<file path="config.mk">
export PLATFORM = sky130hd
export DESIGN_NAME = shell_command_lexer_top
export DESIGN_NICKNAME = d
export VERILOG_FILES = /design/src/rtl/scl_pkg.sv /design/src/rtl/scl_front.sv /design/src/rtl/scl_fifo.sv /design/src/rtl/scl_back.sv /design/src/rtl/shell_command_lexer_top.sv
export VERILOG_INCLUDE_DIRS = /design/src /design/src/rtl
export SDC_FILE = /design/constraint.sdc
export NUM_CORES = 1
export LEC_CHECK = 0
export CAP_MARGIN = 10
export CORE_AREA = 2 2 174 176
export CTS_CLUSTER_SIZE = 8
export DETAILED_ROUTE_END_ITERATION = 8
export DIE_AREA = 0 0 176 178
export DONT_BUFFER_PORTS = 1
export PLACE_DENSITY = 0.8
export RECOVER_POWER = 50
export SLEW_MARGIN = 15
export SYNTH_ARGS = -nofsm -noshare
export SYNTH_HDL_FRONTEND = slang
export SYNTH_SLANG_ARGS = --single-unit
export TNS_END_PERCENT = 5
</file>
<file path="constraint.sdc">
create_clock -name clk -period 9.1 [get_ports clk]
set_clock_uncertainty 0.15 [all_clocks]
set_input_delay 1.365 -clock clk [delete_from_list [all_inputs] [get_ports clk]]
set_output_delay 1.365 -clock clk [all_outputs]
set_load 0.01 [all_outputs]
</file>
<file path="src/rtl/shell_command_lexer_top_defines.svh">
// ----------------------------------------------------------------------------
// shell command lexer assertion macros
// shared check forms, clocked on clk and disabled while arst_n is low
// ----------------------------------------------------------------------------
`ifndef SHELL_COMMAND_LEXER_TOP_DEFINES_SVH
`define SHELL_COMMAND_LEXER_TOP_DEFINES_SVH

// condition holds at every edge
`define SCL_ASSERT_ALWAYS(lbl, cond) \
	lbl: assert property (@(posedge clk) disable iff (!arst_n) (cond)) \
		else $error("scl: invariant violated");

// same-cycle implication
`define SCL_ASSERT_IMPLY(lbl, ante, cons) \
	lbl: assert property (@(posedge clk) disable iff (!arst_n) (ante) |-> (cons)) \
		else $error("scl: implication violated");

// next-cycle implication
`define SCL_ASSERT_NEXT(lbl, ante, cons) \
	lbl: assert property (@(posedge clk) disable iff (!arst_n) (ante) |=> (cons)) \
		else $error("scl: next-cycle check violated");

`endif

</file>
<file path="src/rtl/scl_pkg.sv">
`timescale 1ns / 1ps
// ----------------------------------------------------------------------------
// scl_pkg
// shared types, constants and character classes of the shell command lexer
// ----------------------------------------------------------------------------
package scl_pkg;

	localparam int MAX_SYMBOL = 32;
	localparam int CNT_W      = $clog2(MAX_SYMBOL + 1);
	localparam int ADDR_W     = $clog2(MAX_SYMBOL);
	localparam int KW_NUM     = 8;
	localparam int KW_MAX     = 5;
	localparam int KW_IDX_W   = $clog2(KW_MAX);
	localparam int FIFO_DEPTH = 4;
	localparam int FIFO_PTR_W = $clog2(FIFO_DEPTH);
	localparam int FIFO_CNT_W = $clog2(FIFO_DEPTH + 1);

	localparam logic [7:0] CH_NUL  = 8'h00;
	localparam logic [7:0] CH_NL   = 8'h0A;
	localparam logic [7:0] CH_DQ   = 8'h22;
	localparam logic [7:0] CH_HASH = 8'h23;
	localparam logic [7:0] CH_AMP  = 8'h26;
	localparam logic [7:0] CH_SQ   = 8'h27;
	localparam logic [7:0] CH_SEMI = 8'h3B;
	localparam logic [7:0] CH_GT   = 8'h3E;
	localparam logic [7:0] CH_BQ   = 8'h60;
	localparam logic [7:0] CH_PIPE = 8'h7C;

	typedef enum logic [3:0] {
		K_SYMBOL  = 4'd0,
		K_KEYWORD = 4'd1,
		K_NEWLINE = 4'd2,
		K_PIPE    = 4'd3,
		K_OR      = 4'd4,
		K_AMP     = 4'd5,
		K_AND     = 4'd6,
		K_SEMI    = 4'd7,
		K_WRITE   = 4'd8,
		K_END     = 4'd9
	} kind_t;

	typedef enum logic [2:0] {
		M_IDLE,
		M_PIPE,
		M_AMP,
		M_SYMBOL,
		M_QUOTE,
		M_COMMENT,
		M_STOPPED
	} mode_t;

	typedef enum logic [2:0] {
		OP_NONE,
		OP_STORE,
		OP_TOKEN,
		OP_PAIR,
		OP_FLUSH,
		OP_END
	} op_code_t;

	typedef struct packed {
		op_code_t   code;
		kind_t      kind;
		logic [7:0] ch;
		logic       run_last;
		logic       stop;
	} op_t;

	typedef struct packed {
		op_t        op;
		mode_t      mode;
		logic [7:0] quote;
	} idle_t;

	localparam logic [KW_MAX-1:0][7:0] KW_TEXT [KW_NUM] = '{
		{8'd0, 8'd0, 8'd0, "f", "i"},
		{8'd0, 8'd0, 8'd0, "i", "f"},
		{8'd0, "n", "e", "h", "t"},
		{"e", "l", "i", "h", "w"},
		{8'd0, 8'd0, 8'd0, "o", "d"},
		{8'd0, "e", "n", "o", "d"},
		{8'd0, "e", "s", "l", "e"},
		{8'd0, "f", "i", "l", "e"}
	};

	localparam logic [CNT_W-1:0] KW_LEN [KW_NUM] = '{
		CNT_W'(2), CNT_W'(2), CNT_W'(4), CNT_W'(5),
		CNT_W'(2), CNT_W'(4), CNT_W'(4), CNT_W'(4)
	};

	function automatic logic is_space(input logic [7:0] b);
		return (b == 8'h20) || (b inside {[8'h09:8'h0D]});
	endfunction

	function automatic logic is_sym_char(input logic [7:0] b);
		return b inside {[8'h30:8'h39], [8'h41:8'h5A], [8'h61:8'h7A],
			8'h2F, 8'h5F, 8'h2D, 8'h2E, 8'h3A, 8'h3D,
			CH_DQ, 8'h24, CH_BQ, CH_SQ, 8'h2B, 8'h2A};
	endfunction

	function automatic op_t mk_op(input op_code_t code, input kind_t kind,
			input logic [7:0] ch);
		op_t o;
		o.code     = code;
		o.kind     = kind;
		o.ch       = ch;
		o.run_last = 1'b1;
		o.stop     = 1'b0;
		return o;
	endfunction

	// action of a byte seen between tokens
	function automatic idle_t idle_byte(input logic [7:0] b);
		idle_t r;
		r.op    = mk_op(OP_NONE, K_SYMBOL, CH_NUL);
		r.mode  = M_IDLE;
		r.quote = CH_NUL;
		if (is_space(b)) begin
			if (b == CH_NL) begin
				r.op = mk_op(OP_TOKEN, K_NEWLINE, CH_NL);
			end
		end else if (b == CH_PIPE) begin
			r.mode = M_PIPE;
		end else if (b == CH_AMP) begin
			r.mode = M_AMP;
		end else if (b == CH_SEMI) begin
			r.op = mk_op(OP_TOKEN, K_SEMI, CH_SEMI);
		end else if (b == CH_GT) begin
			r.op = mk_op(OP_TOKEN, K_WRITE, CH_GT);
		end else if (b == CH_HASH) begin
			r.op   = mk_op(OP_TOKEN, K_NEWLINE, CH_NL);
			r.mode = M_COMMENT;
		end else if (b == CH_DQ) begin
			r.mode  = M_QUOTE;
			r.quote = b;
		end else if (b == CH_SQ || b == CH_BQ) begin
			r.op    = mk_op(OP_STORE, K_SYMBOL, b);
			r.mode  = M_QUOTE;
			r.quote = b;
		end else if (is_sym_char(b)) begin
			r.op   = mk_op(OP_STORE, K_SYMBOL, b);
			r.mode = M_SYMBOL;
		end else begin
			r.mode = M_STOPPED;
		end
		return r;
	endfunction

	function automatic logic kw_hit(input logic [CNT_W-1:0] cnt,
			input logic [KW_MAX-1:0][7:0] pre);
		logic hit;
		logic ok;
		hit = 1'b0;
		for (int k = 0; k < KW_NUM; k++) begin
			ok = (cnt == KW_LEN[k]);
			for (int j = 0; j < KW_MAX; j++) begin
				if (CNT_W'(j) < KW_LEN[k] && pre[j] != KW_TEXT[k][j]) begin
					ok = 1'b0;
				end
			end
			hit = hit | ok;
		end
		return hit;
	endfunction

	function automatic logic makes_result(input op_code_t code);
		return code inside {OP_TOKEN, OP_PAIR, OP_FLUSH, OP_END};
	endfunction

endpackage

</file>
<file path="src/rtl/scl_front.sv">
`timescale 1ns / 1ps
// ----------------------------------------------------------------------------
// scl_front
// accepts text words, tracks lexer mode and quote, issues back-end commands
// ----------------------------------------------------------------------------
module scl_front import scl_pkg::*; (
	input  logic       clk,
	input  logic       arst_n,
	input  logic       text_valid,
	output logic       text_stall,
	input  logic [7:0] text_byte,
	input  logic       end_of_text,
	output logic       push,
	output op_t        push_op,
	input  logic       fifo_full
);

	mode_t      mode_q, mode_nxt;
	logic [7:0] quote_q, quote_nxt;
	logic       hold_valid_q;
	op_t        hold_op_q;
	op_t        op0, op1;
	idle_t      idl;
	logic       accept;

	assign text_stall = hold_valid_q | fifo_full;
	assign accept     = text_valid & ~text_stall;

	always_comb begin
		idl       = idle_byte(text_byte);
		op0       = mk_op(OP_NONE, K_SYMBOL, CH_NUL);
		op1       = mk_op(OP_NONE, K_SYMBOL, CH_NUL);
		mode_nxt  = mode_q;
		quote_nxt = quote_q;
		if (end_of_text) begin
			case (mode_q)
				M_PIPE: begin
					op0 = mk_op(OP_TOKEN, K_PIPE, CH_PIPE);
					op1 = mk_op(OP_END, K_END, CH_NUL);
				end
				M_AMP: begin
					op0 = mk_op(OP_TOKEN, K_AMP, CH_AMP);
					op1 = mk_op(OP_END, K_END, CH_NUL);
				end
				M_SYMBOL, M_QUOTE: begin
					op0 = mk_op(OP_FLUSH, K_SYMBOL, CH_NUL);
					op1 = mk_op(OP_END, K_END, CH_NUL);
				end
				default: begin
					op0      = mk_op(OP_END, K_END, CH_NUL);
					op0.stop = (mode_q == M_STOPPED);
				end
			endcase
			mode_nxt  = M_IDLE;
			quote_nxt = CH_NUL;
		end else begin
			case (mode_q)
				M_PIPE, M_AMP: begin
					if (mode_q == M_PIPE && text_byte == CH_PIPE) begin
						op0      = mk_op(OP_PAIR, K_OR, CH_PIPE);
						mode_nxt = M_IDLE;
					end else if (mode_q == M_AMP && text_byte == CH_AMP) begin
						op0      = mk_op(OP_PAIR, K_AND, CH_AMP);
						mode_nxt = M_IDLE;
					end else begin
						op0 = (mode_q == M_PIPE) ? mk_op(OP_TOKEN, K_PIPE, CH_PIPE)
							: mk_op(OP_TOKEN, K_AMP, CH_AMP);
						op1       = idl.op;
						mode_nxt  = idl.mode;
						quote_nxt = idl.quote;
					end
				end
				M_SYMBOL: begin
					if (text_byte == CH_DQ) begin
						mode_nxt  = M_QUOTE;
						quote_nxt = text_byte;
					end else if (text_byte == CH_SQ || text_byte == CH_BQ) begin
						op0       = mk_op(OP_STORE, K_SYMBOL, text_byte);
						mode_nxt  = M_QUOTE;
						quote_nxt = text_byte;
					end else if (is_sym_char(text_byte)) begin
						op0 = mk_op(OP_STORE, K_SYMBOL, text_byte);
					end else begin
						op0       = mk_op(OP_FLUSH, K_SYMBOL, CH_NUL);
						op1       = idl.op;
						mode_nxt  = idl.mode;
						quote_nxt = idl.quote;
					end
				end
				M_QUOTE: begin
					if (text_byte == quote_q) begin
						if (text_byte != CH_DQ) begin
							op0 = mk_op(OP_STORE, K_SYMBOL, text_byte);
						end
						quote_nxt = CH_NUL;
						mode_nxt  = M_SYMBOL;
					end else begin
						op0 = mk_op(OP_STORE, K_SYMBOL, text_byte);
					end
				end
				M_COMMENT: begin
					if (text_byte == CH_NL || text_byte == CH_NUL) begin
						op0       = idl.op;
						mode_nxt  = idl.mode;
						quote_nxt = idl.quote;
					end
				end
				M_STOPPED: begin
					mode_nxt = M_STOPPED;
				end
				default: begin
					op0       = idl.op;
					mode_nxt  = idl.mode;
					quote_nxt = idl.quote;
				end
			endcase
		end
		op0.run_last = ~makes_result(op1.code);
		op1.run_last = 1'b1;
	end

	assign push    = ~fifo_full & (hold_valid_q | (accept & (op0.code != OP_NONE)));
	assign push_op = hold_valid_q ? hold_op_q : op0;

	always_ff @(posedge clk or negedge arst_n) begin
		if (!arst_n) begin
			mode_q       <= M_IDLE;
			quote_q      <= CH_NUL;
			hold_valid_q <= 1'b0;
		end else begin
			if (accept) begin
				mode_q       <= mode_nxt;
				quote_q      <= quote_nxt;
				hold_valid_q <= (op1.code != OP_NONE);
			end else if (hold_valid_q && !fifo_full) begin
				hold_valid_q <= 1'b0;
			end
		end
	end

	always_ff @(posedge clk) begin
		if (accept) begin
			hold_op_q <= op1;
		end
	end

endmodule

</file>
<file path="src/rtl/scl_fifo.sv">
`timescale 1ns / 1ps
// ----------------------------------------------------------------------------
// scl_fifo
// short command queue between the front and back of the lexer
// ----------------------------------------------------------------------------
module scl_fifo import scl_pkg::*; (
	input  logic clk,
	input  logic arst_n,
	input  logic push,
	input  op_t  push_op,
	output logic full,
	input  logic pop,
	output op_t  head_op,
	output logic head_valid
);

	op_t                   entries_q [FIFO_DEPTH];
	logic [FIFO_PTR_W-1:0] wr_ptr_q;
	logic [FIFO_PTR_W-1:0] rd_ptr_q;
	logic [FIFO_CNT_W-1:0] fill_q;
	logic                  do_pop;

	assign full       = (fill_q == FIFO_CNT_W'(FIFO_DEPTH));
	assign head_valid = (fill_q != '0);
	assign head_op    = entries_q[rd_ptr_q];
	assign do_pop     = pop & head_valid;

	always_ff @(posedge clk or negedge arst_n) begin
		if (!arst_n) begin
			wr_ptr_q <= '0;
			rd_ptr_q <= '0;
			fill_q   <= '0;
		end else begin
			if (push) begin
				wr_ptr_q <= wr_ptr_q + FIFO_PTR_W'(1);
			end
			if (do_pop) begin
				rd_ptr_q <= rd_ptr_q + FIFO_PTR_W'(1);
			end
			if (push && !do_pop) begin
				fill_q <= fill_q + FIFO_CNT_W'(1);
			end else if (do_pop && !push) begin
				fill_q <= fill_q - FIFO_CNT_W'(1);
			end
		end
	end

	always_ff @(posedge clk) begin
		if (push) begin
			entries_q[wr_ptr_q] <= push_op;
		end
	end

endmodule

</file>
<file path="src/rtl/scl_back.sv">
`timescale 1ns / 1ps
`include "shell_command_lexer_top_defines.svh"
// ----------------------------------------------------------------------------
// scl_back
// runs queued commands: buffers symbol text and, while token_stall is low,
// replays tokens into the output register one word per cycle
// ----------------------------------------------------------------------------
module scl_back import scl_pkg::*; (
	input  logic       clk,
	input  logic       arst_n,
	input  op_t        head_op,
	input  logic       head_valid,
	output logic       pop,
	output logic       token_valid,
	input  logic       token_stall,
	output logic [3:0] token_kind,
	output logic [7:0] token_char,
	output logic       char_valid,
	output logic       token_last,
	output logic       run_last,
	output logic       symbol_truncated,
	output logic       stopped_early
);

	logic [7:0]             mem [MAX_SYMBOL];
	logic [7:0]             rd_q;
	logic [CNT_W-1:0]       count_q;
	logic [CNT_W-1:0]       idx_q, idx_nxt;
	logic                   ovf_q;
	logic [KW_MAX-1:0][7:0] pre_q;

	logic       out_valid_q;
	kind_t      kind_q;
	logic [7:0] char_q;
	logic       cvalid_q, tlast_q, rlast_q, trunc_q, stop_q, from_mem_q;

	logic       out_free, emit, use_mem, do_store, clear_sym, flush_last;
	kind_t      r_kind, flush_kind;
	logic [7:0] r_char;
	logic       r_cvalid, r_tlast, r_rlast, r_trunc, r_stop;

	assign out_free   = ~out_valid_q | ~token_stall;
	assign flush_kind = (!ovf_q && kw_hit(count_q, pre_q)) ? K_KEYWORD : K_SYMBOL;
	assign flush_last = (count_q == '0) || (idx_q == count_q - CNT_W'(1));

	always_comb begin
		pop       = 1'b0;
		emit      = 1'b0;
		use_mem   = 1'b0;
		do_store  = 1'b0;
		clear_sym = 1'b0;
		idx_nxt   = idx_q;
		r_kind    = head_op.kind;
		r_char    = head_op.ch;
		r_cvalid  = 1'b1;
		r_tlast   = 1'b1;
		r_rlast   = head_op.run_last;
		r_trunc   = 1'b0;
		r_stop    = 1'b0;
		if (head_valid) begin
			case (head_op.code)
				OP_STORE: begin
					do_store = 1'b1;
					pop      = 1'b1;
				end
				OP_TOKEN: begin
					emit = out_free;
					pop  = out_free;
				end
				OP_END: begin
					emit      = out_free;
					pop       = out_free;
					clear_sym = out_free;
					r_cvalid  = 1'b0;
					r_stop    = head_op.stop;
				end
				OP_PAIR: begin
					emit    = out_free;
					pop     = out_free & idx_q[0];
					r_tlast = idx_q[0];
					r_rlast = head_op.run_last & idx_q[0];
					if (out_free) begin
						idx_nxt = idx_q[0] ? '0 : CNT_W'(1);
					end
				end
				OP_FLUSH: begin
					emit      = out_free;
					pop       = out_free & flush_last;
					clear_sym = out_free & flush_last;
					r_kind    = flush_kind;
					r_char    = CH_NUL;
					r_cvalid  = (count_q != '0);
					use_mem   = (count_q != '0);
					r_tlast   = flush_last;
					r_rlast   = head_op.run_last & flush_last;
					r_trunc   = ovf_q;
					if (out_free) begin
						idx_nxt = flush_last ? '0 : idx_q + CNT_W'(1);
					end
				end
				default: begin
					pop = 1'b1;
				end
			endcase
		end
	end

	always_ff @(posedge clk or negedge arst_n) begin
		if (!arst_n) begin
			count_q     <= '0;
			idx_q       <= '0;
			ovf_q       <= 1'b0;
			out_valid_q <= 1'b0;
		end else begin
			idx_q <= idx_nxt;
			if (clear_sym) begin
				count_q <= '0;
				ovf_q   <= 1'b0;
			end else if (do_store) begin
				if (count_q < CNT_W'(MAX_SYMBOL)) begin
					count_q <= count_q + CNT_W'(1);
				end else begin
					ovf_q <= 1'b1;
				end
			end
			if (emit) begin
				out_valid_q <= 1'b1;
			end else if (!token_stall) begin
				out_valid_q <= 1'b0;
			end
		end
	end

	// symbol text and keyword prefix
	always_ff @(posedge clk) begin
		if (do_store && count_q < CNT_W'(MAX_SYMBOL)) begin
			mem[count_q[ADDR_W-1:0]] <= head_op.ch;
		end
		if (do_store && count_q < CNT_W'(KW_MAX)) begin
			pre_q[count_q[KW_IDX_W-1:0]] <= head_op.ch;
		end
	end

	always_ff @(posedge clk) begin
		if (emit && use_mem) begin
			rd_q <= mem[idx_q[ADDR_W-1:0]];
		end
	end

	// output word register
	always_ff @(posedge clk) begin
		if (emit) begin
			kind_q     <= r_kind;
			char_q     <= r_char;
			cvalid_q   <= r_cvalid;
			tlast_q    <= r_tlast;
			rlast_q    <= r_rlast;
			trunc_q    <= r_trunc;
			stop_q     <= r_stop;
			from_mem_q <= use_mem;
		end
	end

	assign token_valid      = out_valid_q;
	assign token_kind       = kind_q;
	assign token_char       = from_mem_q ? rd_q : char_q;
	assign char_valid       = cvalid_q;
	assign token_last       = tlast_q;
	assign run_last         = rlast_q;
	assign symbol_truncated = trunc_q;
	assign stopped_early    = stop_q;

	`SCL_ASSERT_ALWAYS(a_count_range, count_q <= CNT_W'(MAX_SYMBOL))
	`SCL_ASSERT_IMPLY(a_ovf_full, ovf_q, count_q == CNT_W'(MAX_SYMBOL))
	`SCL_ASSERT_IMPLY(a_flush_idx, head_valid && head_op.code == OP_FLUSH, idx_q < count_q || idx_q == '0)
	`SCL_ASSERT_NEXT(a_end_clears, emit && head_op.code == OP_END, count_q == '0 && !ovf_q && idx_q == '0)

endmodule

</file>
<file path="src/rtl/shell_command_lexer_top.sv">
`timescale 1ns / 1ps
// ----------------------------------------------------------------------------
// shell_command_lexer_top
// shell command lexer: text words in, one token character per output word
// ----------------------------------------------------------------------------
// text channel: text_valid / text_stall carry text_byte and end_of_text.
// token channel: token_valid / token_stall carry one token character per
// word with its kind, char_valid, token_last, run_last and flags.
// a word moves at an edge where valid is high and stall is low.
// the front takes one text word per cycle while text_stall is low and turns
// it into at most two commands; a word that needs two commands holds the
// input until the second command has been queued. commands wait in a
// four-entry queue for the back end. the back end buffers symbol text (up
// to 32 characters), one store command per character, and replays the
// symbol as one output word per cycle while token_stall is low; "||" and
// "&&" give two output words each, other tokens one.
// the first output word caused by a text word passes through the command
// queue and the output word register.
// a stalled token channel holds the output word; the queue then fills and
// text_stall rises. reset clears mode, queue and output valid; symbol
// buffer contents are never read before being written.
// ----------------------------------------------------------------------------
module shell_command_lexer_top import scl_pkg::*; (
	input  logic       clk,
	input  logic       arst_n,
	input  logic       text_valid,
	output logic       text_stall,
	input  logic [7:0] text_byte,
	input  logic       end_of_text,
	output logic       token_valid,
	input  logic       token_stall,
	output logic [3:0] token_kind,
	output logic [7:0] token_char,
	output logic       char_valid,
	output logic       token_last,
	output logic       run_last,
	output logic       symbol_truncated,
	output logic       stopped_early
);

	logic push, fifo_full, pop, head_valid;
	op_t  push_op, head_op;

	scl_front u_front (
		.clk        (clk),
		.arst_n     (arst_n),
		.text_valid (text_valid),
		.text_stall (text_stall),
		.text_byte  (text_byte),
		.end_of_text(end_of_text),
		.push       (push),
		.push_op    (push_op),
		.fifo_full  (fifo_full)
	);

	scl_fifo u_fifo (
		.clk       (clk),
		.arst_n    (arst_n),
		.push      (push),
		.push_op   (push_op),
		.full      (fifo_full),
		.pop       (pop),
		.head_op   (head_op),
		.head_valid(head_valid)
	);

	scl_back u_back (
		.clk             (clk),
		.arst_n          (arst_n),
		.head_op         (head_op),
		.head_valid      (head_valid),
		.pop             (pop),
		.token_valid     (token_valid),
		.token_stall     (token_stall),
		.token_kind      (token_kind),
		.token_char      (token_char),
		.char_valid      (char_valid),
		.token_last      (token_last),
		.run_last        (run_last),
		.symbol_truncated(symbol_truncated),
		.stopped_early   (stopped_early)
	);

endmodule

</file>
* Word-level counts from Yosys, hierarchy flattened *
Memory sizes are Yosys's and may differ from the RTL's. A register that Yosys moved wholly into a read port is not among the register bits.
Index checks and enable logic that the tools add are counted.

cells by class
  bitwise gates (word level) = 23
  multiplexer cells = 142
  equal/unequal tests = 71
  reduce and logical (&&, ||, !) cells = 47
  add/sub/neg operators = 7
  order comparisons = 12

operators by type and width
  cell                count
  $mux 17             21
  $mux 20             8
  $ne 8x7->1 const B  20
  $mux 8              16
  $eq 8x6->1 const B  15
  $mux 11             10
  $pmux 17 s5         1
  $pmux 17 s3         1
  $mux 1              47
  $mux 15             3
  $bwmux 40           1
  $pmux 8 s5          1
  $mux 3              13
  $mux 6              6
  $pmux 17 s2         1
  $demux 8 s3         1
  $eq 3x3->1 const B  8
  $eq 8x7->1 const B  3
  $eq 3x2->1 const B  6
  $mux 18             1
  $ge 8x7->1 const B  2
  $le 8x7->1 const B  2
  $mux 16             1
  $pmux 3 s5          1
  other kinds (48)    113

word-level totals
  word-level logic and storage cells = 331
  register bits after elaboration = 107
  memories kept = 2
  bits of input ports = 13
  output and inout bits = 19
  memory bits (writable) = 324

memory list
  name              depth  bits a word  read ports  clocked after Yosys merged registers in  wr ports  line            source
  u_back.mem        32     8            1           1                                        1         scl_back.sv:25  logic [7:0] mem [MAX_SYMBOL];
  u_fifo.entries_q  4      17           1           0                                        1         scl_fifo.sv:17  op_t entries_q [FIFO_DEPTH];

* Longest topological paths before layout *
  word-level depth = 36
  depth in mapped cells = 16
  mapped depth without buffers = 14

* Cells and area by module *
From an unflattened synthesis, not the netlist that was laid out.

unflattened totals
  cell total of the unflattened synthesis = 1122
  area, all modules = 18828.1 sq um

by module, submodules not included
  module     area each (sq um)  sequential area each (sq um)  times used  cells each
  scl_back   13439.1            10019.6                       1           681
  scl_fifo   2892.8             2217.1                        1           123
  scl_front  2496.1             750.7                         1           318

* Least setup slack after synthesis *
OpenSTA, ideal clock, no wires.

  path type = input-to-reg
  from = in text_byte[1]
  to = reg u_fifo.fill_q[2]
  data required time = 8871 ps
  library setup time = 79 ps
  stages = 14
  path buffers = 2
  path slack = 4682 ps
  data arrival time = 4189 ps
  cells stage by stage = buf_2 or2_4 or4_4 buf_6 o31ai_4 a2111o_1 nor2_1 a211oi_4 ha_1 inv_1 fa_1 xor2_1 nor2_1 xor2_1

between the ends
  cells in the longest elaborated chain, start to end = 29
  elaborated cells between the ends (all ways) = 76
  those cells by class = 8 x order compare; 21 x eq/ne; 28 x mux; 3 x bitwise; 16 x reduce/logical

ends and longest elaborated chain
  item                                      line                           source
  start: declaration                        shell_command_lexer_top.sv:28  input logic [7:0] text_byte,
  $ge 8x6->1, or another cell as far along  scl_pkg.sv:96                  return b inside {[8'h30:8'h39], [8'h41:8'h5A], [8'h61:8'h7A],
  $logic_and 1x1->1                         scl_pkg.sv:96
  $reduce_bool 15->1                        scl_pkg.sv:96
  $mux 15                                   scl_pkg.sv:140                 end else if (is_sym_char(b)) begin
  $mux 18                                   scl_pkg.sv:136                 end else if (b == CH_SQ || b == CH_BQ) begin
  $mux 20                                   scl_pkg.sv:133                 end else if (b == CH_DQ) begin
  $mux 20                                   scl_pkg.sv:130                 end else if (b == CH_HASH) begin
  $mux 20                                   scl_pkg.sv:128                 end else if (b == CH_GT) begin
  (+14 left out)                            -
  $reduce_bool 3->1 (*)                     scl_front.sv:122               assign push = ~fifo_full & (hold_valid_q | (accept & (op0.code != OP_NONE)));
  $and 1x1->1 (*)                           scl_front.sv:122
  $or 1x1->1 (*)                            scl_front.sv:122
  $and 1x1->1 (*)                           scl_front.sv:122
  net push                                  shell_command_lexer_top.sv:41  logic push, fifo_full, pop, head_valid;
  $logic_not 1->1                           scl_fifo.sv:42                 end else if (do_pop && !push) begin
  $logic_and 1x1->1                         scl_fifo.sv:42
  $reduce_bool 2->1 (no line)               -
  end signal: assignment                    scl_fifo.sv:41                 fill_q <= fill_q + FIFO_CNT_W'(1);
  end signal: assignment                    scl_fifo.sv:43                 fill_q <= fill_q - FIFO_CNT_W'(1);
  end: declaration                          scl_fifo.sv:20                 logic [FIFO_CNT_W-1:0] fill_q;

The timed path passes the listed nets; every way through them passes the cells marked *. The select of a mux whose other input is x is not followed.
A chain may end at the register's enable or synchronous reset.

* Worst setup path after layout *
  from = reg u_fifo.rd_ptr_q[0]
  to = reg u_back.rd_q[1], read port of u_back.mem (enable)

between the ends
  cells in the longest elaborated chain, start to end = 6
  elaborated cells between the ends (all ways) = 11
  those cells by class = 4 x eq/ne; 4 x mux; 2 x reduce/logical; 1 x memory

ends and longest elaborated chain
  item                                      line             source
  start: declaration                        scl_fifo.sv:19   logic [FIFO_PTR_W-1:0] rd_ptr_q;
  start signal: assignment                  scl_fifo.sv:38   rd_ptr_q <= rd_ptr_q + FIFO_PTR_W'(1);
  $mem_v2 4x17 (*)                          -
  $eq 3x2->1 or $eq 3x3->1 (tied branches)  scl_back.sv:61   case (head_op.code)
  $reduce_or 4->1 (no line)                 -
  $mux 1                                    scl_back.sv:61
  $mux 1                                    scl_back.sv:60   if (head_valid) begin
  $logic_and 1x1->1 (*)                     scl_back.sv:145  if (emit && use_mem) begin
  end: declaration                          scl_back.sv:26   logic [7:0] rd_q;

Mark *: on every way between the ends. The rest lies on a longest branch, timed or not.

==> results.json <==
{
  "setup_viol": 0,
  "finalHoldViolations": 0,
  "grt_overflow": 0,
  "netlist_instances": 1135,
  "yosys-top-cells-area": "edfxtp_1, mux4_2, dfrtp_1, nor2_1, mux2_2",
  "gr-usage-all-layers": 0.2904,
  "netlist_area_sq_um": 18900,
  "nets": 1167,
  "syn_to_final_growth_pct": 10.17,
  "gp_congestion": 0.9157,
  "clk_pin_slew_ns": 0.05,
  "power_density_nw_per_um2": 353.5,
  "dp_slack_ns": 4.570,
  "max_freq_ghz": 0.1970,
  "io_pins": 32,
  "wl_met1_mm": 17.28,
  "core_area_sq_um": 29400,
  "clock_sinks": 438,
  "drive_gt1_frac": 0.1589,
  "clk_latency_ns": 0.59,
  "cts_setup_buffers": 0,
  "fin_setup_tns_ns": 0,
  "ir_drop_uv": 205.0,
  "htree_levels": 2,
  "start_util": 0.6428,
  "viasPerCell": 6.864,
  "drt_iter0_markers": 1405,
  "grt_first_pass_wirelength_mm": 66.92,
  "synth_common_cells": "edfxtp_1, nor2_1, mux4_2",
  "crit_type": "reg2reg",
  "hp-class": "in2async",
  "stdcell_count": 1573,
  "avgSynthCellArea_sq_um": 16.65,
  "rsz0062_at_grt": "no",
  "fp-row-count": 63,
  "top_layer_used": "met4",
  "ys_async_sr_fraction": 0.07534,
  "die_y_um": 178,
  "routed_wl_mm": 43.98,
  "path_max_fanout": 15,
  "root_buffer": "clkbuf_16",
  "hold-worst-slack_ns": 0.3284,
  "yosysTopAreaCellShare": 0.6435,
  "cap_violations": 6,
  "grt_max_degree": 69,
  "antenna_cells": 0,
  "final_area_sq_um": 20820,
  "min_period_ns": 5.076,
  "wl_per_cell_um": 27.96,
  "worstPathArrival_ns": 5.14,
  "cts_buffers": 60,
  "critPathRequiredTime_ns": 9.17,
  "yosys.area.top_type": "edfxtp_1",
  "report.final.slew_viol_count": 172,
  "synth_edf_count": 405,
  "path_cells": "clkbuf_1, mux4_2, nand2b_1, nor3_1, nand2_1, nor2_1",
  "antenna_found_initial": 1,
  "synth.distinct_cells": 88,
  "slowest_stage": "nor3_1",
  "maxSlewHeadroom": -0.3316,
  "leakage_nw": 6.785,
  "violations": "capacitance limit, slew limit",
  "yosysWarnings": 0,
  "cts_resized": 0,
  "cp-end-kind": "register",
  "worstMarginPinSlew_ns": 1.997,
  "grt_pass1_vias": 10824,
  "postRouteAntennaNets": 0,
  "clock_path_buffers": 3,
  "met3_length_mm": 3.461,
  "ys_ff_latch": 438,
  "dr_total_vias": 10797,
  "critPathMaxStageDelay_ns": 1.41,
  "ys_seq_area_frac": 0.6871,
  "synthFlopType": "edfxtp_1",
  "cts_tree": "built",
  "port_buffers": 0,
  "placedInstanceArea_sq_um": 19180,
  "wl_met2_mm": 21.62,
  "synth_most_common_cell": "edfxtp_1",
  "dp_hpwl_mm": 25.89,
  "period_share": 0.5578,
  "power.total_mw": 7.362,
  "critPathLaunchType": "register",
  "postCtsHoldBufs": 0,
  "status": "complete, but fails checks",
  "drc_errors": 0,
  "placed_cells": 1470,
  "setup_slack_ns": 4.024,
  "synth.net_count": 1160,
  "drt_first_pass_iters": 5,
  "utilization": 0.7082,
  "dieWidth_um": 176,
  "die_area_sq_um": 31330
}
## final cells by class
| class | instances | area [sq um] |
|---|---|---|
| clock inverters | 4 | 62.56 |
| flip-flops and latches | 438 | 12990 |
| clock buffers | 99 | 1648 |
| fillers | 1697 | 8578 |
| multi-input cells | 609 | 5490 |
| well taps | 390 | 488.0 |
| inverters | 21 | 78.83 |
| repair buffers | 12 | 63.81 |
## where the power goes
part | internal (mW) | switching, mW
Clock | 1.22 | 0.801
Sequential | 2.94 | 0.245
Combinational | 0.739 | 1.41
Total | 4.90 | 2.46
## worst max-delay path: cells and delay by family, from the launching register on
kind	cells	cell delay [ns]
AND/OR/NAND/NOR	4	2.55
multiplexers	1	0.65
flip-flops	1	0.65
buffers and inverters	1	0.72
## layer usage
metal / global-route usage / up-vias
li1: - / 4532
met1: 0.4065 / 5544
met2: 0.4674 / 612
met3: 0.05200 / 109
met4: 0.1074 / 0
met5: 0 / -
## state kept, by name (all words and copies together), names as in the netlist, 8 cells and up
register	cells
u_back.pre_q	40
u_back.mem	256
u_back.rd_q	8
u_back.char_q	8
u_front.hold_op_q	15
u_fifo.entries_q	68
u_front.quote_q	8
## placed cells by master (no fill, tap or decap), types with 9 or more instances in the layout
| cell | instances |
|---|---|
| a31oi_1 | 9 |
| nor4_1 | 11 |
| nand2_1 | 52 |
| clkbuf_16 | 60 |
| edfxtp_1 | 405 |
| xor2_1 | 17 |
| ha_1 | 11 |
| dfrtp_1 | 31 |
| nor3_1 | 24 |
| nand3b_1 | 12 |
| mux2_2 | 9 |
| xnor2_1 | 13 |
| mux2_1 | 9 |
| nand3_1 | 16 |
| nor2_1 | 94 |
| o21ai_0 | 30 |
| mux4_2 | 91 |
| nand2b_1 | 9 |
| clkbuf_1 | 46 |
| a211oi_1 | 9 |
| inv_1 | 21 |
| a21oi_1 | 24 |
| nor2b_1 | 16 |
## cell families after synthesis
logic type	after synthesis	synth area share
AOI/OAI and AO/OA	137	0.05170
xor gates and xnor gates	30	0.01390
adders and majority gates	12	0.008341
buffers and inverters	88	0.02039
DFF	438	0.6871
muxes	119	0.1296
other	1	0.0001984
and+or+nand+nor	310	0.08871
## worst paths after layout
| path | start | end | slack (ns) | depth (start not counted) |
|---|---|---|---|---|
| min reg2reg | u_front.quote_q[0] | u_front.quote_q[0] | 0.35 | 1 |
| max | u_fifo.rd_ptr_q[0] | u_back.rd_q[1] | 4.02 | 6 |
| max reg2reg | u_fifo.rd_ptr_q[0] | u_back.rd_q[1] | 4.02 | 6 |
| min | arst_n | u_back.idx_q[4] | 0.33 | 0 |
| max in group asynchronous | arst_n | u_back.idx_q[1] | 8.35 | 0 |
| min in group clk | u_front.quote_q[0] | u_front.quote_q[0] | 0.35 | 1 |
No activity file was read; power rests on OpenSTA's default activity.
